## src/design/ptw_pkg.sv

```systemverilog
// Shared types and constants for the four-level page table walker.
// No dependencies; used by every module of the block.
package ptw_pkg;

  localparam int DATA_W           = 64;
  localparam int VA_W             = 48;
  localparam int PA_W             = 52;
  localparam int IDX_W            = 13;
  localparam int SLOT_W           = 9;
  localparam int SLOTS            = 512;
  localparam int ROOT_W           = 4;
  localparam int FRAME_NUM_W      = 40;
  localparam int TABLE_FRAMES_DEF = 16;
  localparam int QUEUE_DEPTH_DEF  = 2;
  localparam int PRESENT_BIT      = 0;
  localparam int HUGE_BIT         = 7;

  typedef enum logic {
    OP_WRITE = 1'b0,
    OP_XLATE = 1'b1
  } op_t;

  typedef enum logic [1:0] {
    STS_OK          = 2'd0,
    STS_NOT_PRESENT = 2'd1,
    STS_OUTSIDE     = 2'd2,
    STS_WRITE_DONE  = 2'd3
  } status_t;

  typedef enum logic [1:0] {
    PG_4K = 2'd0,
    PG_2M = 2'd1,
    PG_1G = 2'd2
  } page_size_t;

  typedef enum logic [1:0] {
    LVL_TOP  = 2'd0,
    LVL_PDPT = 2'd1,
    LVL_PD   = 2'd2,
    LVL_PT   = 2'd3
  } level_t;

  typedef enum logic [1:0] {
    ST_CLEAR,
    ST_IDLE,
    ST_WALK
  } back_state_t;

  // One classified transaction in the queue
  typedef struct packed {
    op_t                op;
    logic               wr_ok;
    logic [IDX_W-1:0]   entry_index;
    logic [DATA_W-1:0]  entry_value;
    logic [VA_W-1:0]    virt_addr;
  } q_item_t;

  // Back-pressure view seen by the front end
  typedef struct packed {
    logic q_full;
    logic clearing;
  } front_status_t;

endpackage

```

## src/design/ptw_queue.sv

```systemverilog
// Short FIFO between the front end and the walker back end.
// Depends on ptw_pkg for the item type.
module ptw_queue #(
  parameter int DEPTH = ptw_pkg::QUEUE_DEPTH_DEF
) (
  input  logic              clk,
  input  logic              rst,
  input  logic              push,
  input  ptw_pkg::q_item_t  item_in,
  input  logic              pop,
  output ptw_pkg::q_item_t  item_out,
  output logic              empty,
  output logic              full
);

  localparam int PW = (DEPTH > 1) ? $clog2(DEPTH) : 1;
  localparam int CW = $clog2(DEPTH + 1);

  ptw_pkg::q_item_t slots [DEPTH];
  logic [PW-1:0]    wr_ptr;
  logic [PW-1:0]    rd_ptr;
  logic [CW-1:0]    count;

  assign empty    = (count == '0);
  assign full     = (count == CW'(DEPTH));
  assign item_out = slots[rd_ptr];

  // Pointers and fill count
  always_ff @(posedge clk) begin
    if (rst) begin
      wr_ptr <= '0;
      rd_ptr <= '0;
      count  <= '0;
    end else begin
      if (push) begin
        wr_ptr <= (wr_ptr == PW'(DEPTH - 1)) ? '0 : wr_ptr + 1'b1;
      end
      if (pop) begin
        rd_ptr <= (rd_ptr == PW'(DEPTH - 1)) ? '0 : rd_ptr + 1'b1;
      end
      if (push && !pop) begin
        count <= count + 1'b1;
      end else if (pop && !push) begin
        count <= count - 1'b1;
      end
    end
  end

  // Storage
  always_ff @(posedge clk) begin
    if (push) begin
      slots[wr_ptr] <= item_in;
    end
  end

endmodule

```

## config.mk

```make
export PLATFORM = sky130hd
export DESIGN_NAME = ptw_queue
export DESIGN_NICKNAME = d
export VERILOG_FILES = /design/src/design/ptw_pkg.sv /design/src/design/ptw_queue.sv
export SDC_FILE = /design/constraint.sdc
export NUM_CORES = 1
export LEC_CHECK = 0
export BUFFER_PORTS_ARGS = -buffer_cell sky130_fd_sc_hd__buf_2
export CORE_UTILIZATION = 38
export CTS_CLUSTER_SIZE = 12
export DETAILED_ROUTE_END_ITERATION = 10
export SYNTH_ARGS = -nofsm -noshare
export SYNTH_HDL_FRONTEND = slang
export SYNTH_SLANG_ARGS = --single-unit
```

## constraint.sdc

```tcl
create_clock -name clk -period 6 [get_ports clk]
set_input_delay 0 -clock clk [delete_from_list [all_inputs] [get_ports clk]]
set_output_delay 0 -clock clk [all_outputs]
set_load 0.05 [all_outputs]
```

==> impl_metrics.tcl <==
set metrics [dict create \
    outcome "finished clean" \
    setup_tns_ns 0 \
    die_h_um 160 \
    ir_drop_mv 0.277 \
    relSlewSlack 0.251 \
    crit_arrival_ns 2.59 \
    drive_above_1_share 0.505 \
    timing.rr.start "wr_ptr$_SDFFE_PP0P_" \
    yosysTopAreaCellShare 0.805 \
    grt_overflow 0 \
    route.vias.total 5296 \
    ys_seq_area_frac 0.815 \
    rsz0062_at_grt "no" \
    first_global_vias 5858 \
    yosys-top-cells-area "edfxtp_1 (80%), mux2_2 (12%), mux2_4 (4.8%)" \
    drtIter0Drc 264 \
    min_from "item_in[29]" \
    clock_sinks 259 \
    dieArea_um2 25600 \
    die_x_um 160 \
    finalClockSkew_ns 0.0159 \
    period_share 0.409 \
    multi_input_area_um2 1650 \
    critPathTopFamily "buffers and inverters" \
    num_rows 57 \
    synth.avg_cell_area_um2 22.7 \
    syn-instance-count 417 \
    cp.required_ns 6.14 \
    vias_per_cell 4.51 \
    end_kind "flop" \
    ys_types 16 \
    wl_per_cell_um 16.1 \
    startpoint "wr_ptr$_SDFFE_PP0P_" \
    detail-route-antenna-nets 0 \
    post_cts_buffers 0 \
    ctsResizeCount 0 \
    synth_warnings 0 \
    cp-start-kind "flop" \
    cts_tree "done" \
    grt_use_total 0.147 \
    design_area_um2 13300 \
    hold_path_class "in2reg" \
    grt_antenna_before_repair 1 \
    cts_max_level 1 \
    cts-root-buf "clkbuf_16" \
    finalSetupViolCount 0 \
    hold_viol 0 \
    p_leak_nw 5.09 \
    initial_core_util 0.389 \
    areaGrowthSynthToFinish_pct 40.5 \
    path_class "reg2reg" \
    first_pass_iters 4 \
    fill_cells 1968 \
    synth-seq-cells 259 \
    tightest_slew_ns 1.12 \
    most-common-layout-cells "buf_2 (259), edfxtp_1 (254), dlygate4sd3_1 (132), mux2_2 (97), mux2_4 (30)" \
    dpl.hpwl_um 11400 \
    coreArea_um2 24400 \
    critPathBufInv 1 \
    syn_area_um2 9480 \
    timing.fmax_ghz 0.407 \
    clk_path_buf_depth 3 \
    synth_nets 549 \
    critPathSlowestCell "buf_4" \
    mostFrequentLayoutCell "buf_2" \
    ff_latch_area_um2 7730 \
    grt_pass1_wl_um 29700 \
    grt_max_degree 73 \
    gp_congestion 0.752 \
    finalMaxSlewViolations 0 \
    pwr_density_cell_nw_per_um2 341 \
    yosysTopAreaCell "edfxtp_1" \
    fin_nets 961 \
    fin_crit_ns 2.46 \
    drc 0 \
    place_area_um2 11100 \
    critPathMaxFanout 65 \
    cts_buffers 28 \
    cap_violations 0 \
    critPathMaxStageDelay_ns 0.84 \
    path_cells "and2_4 -> buf_4" \
    clkLatencyLatePin_ns 0.52 \
    clk_pin_slew_ns 0.06 \
    ctsHoldBuffers 132 \
    portBuffers 259 \
    io_pins 260 \
    wl_um 19000 \
]
## cells in the mapped netlist
cell / n
edfxtp_1: 254
nor2b_1: 2
and2_1: 1
a21oi_1: 1
mux2_4: 30
xnor2_1: 2
dfxtp_1: 5
xor2_1: 2
ha_1: 1
buf_6: 5
mux2_2: 97
o21ai_0: 1
or3_1: 1
nor2_1: 5
buf_2: 9
inv_1: 1
## cells by family after synthesis
logic type / synth area share
XOR/XNOR: 0.00370
buffers and inverters: 0.0111
flip-flops: 0.815
adder cells (fa/ha/maj): 0.00132
AND/OR/NAND/NOR: 0.00462
multiplexers: 0.163
AO/OA/AOI/OAI: 0.00106
## power breakdown
part | leakage, nW | internal, mW | total [mW] | switching [mW]
Sequential | 2.43 | 2.11 | 2.14 | 0.0250
Clock | 0.421 | 0.963 | 1.59 | 0.631
Combinational | 2.24 | 0.267 | 0.812 | 0.545
## sequential cells by signal, indices dropped and copies added (netlist names), named ones only
register,flops
count,2
rd_ptr,1
slots,254
wr_ptr,1
## metrics by stage
| step | worst slack (ns) | total power, mW | util | hold WS [ns] | std cells |
|---|---|---|---|---|---|
| floorplan | 1.92 | 2.74 | - | 0.0691 | 417 |
| global placement | 3.59 | 2.91 | 0.456 | 0.187 | 991 |
| detailed placement | 3.49 | 2.92 | 0.456 | 0.191 | 991 |
| CTS | 3.47 | 4.60 | 0.546 | 0.160 | 1173 |
| global route | 3.34 | 4.72 | 0.546 | 0.178 | 1173 |
| finish | 3.54 | 4.55 | 0.546 | 0.197 | 1174 |
## area by class of cell
class,count,share of cell area
Sequential cell,259,0.581
Timing Repair Buffer,396,0.199
Multi-Input combinational cell,143,0.124
Clock buffer,38,0.0570
Tap cell,324,0.0304
Clock inverter,12,0.00771
Inverter,1,0.000282
Antenna cell,1,0.000188
## routing by layer
metal  part of all wire  global-route usage
met5                  0                   0
met1               0.39               0.167
met4              0.025              0.0498
met2               0.51               0.261
met3              0.078              0.0457
## worst paths after layout
| check | to | cells past startpoint | slack (ns) |
|---|---|---|---|
| setup / recovery | slots[1][103]$_DFFE_PP_ | 2 | 3.54 |
| hold / removal | slots[1][29]$_DFFE_PP_ | 2 | 0.20 |
| setup reg to reg | slots[1][103]$_DFFE_PP_ | 2 | 3.54 |
| hold reg to reg | rd_ptr$_SDFFE_PP0P_ | 2 | 0.53 |
Power figures use the tool's default switching activity.
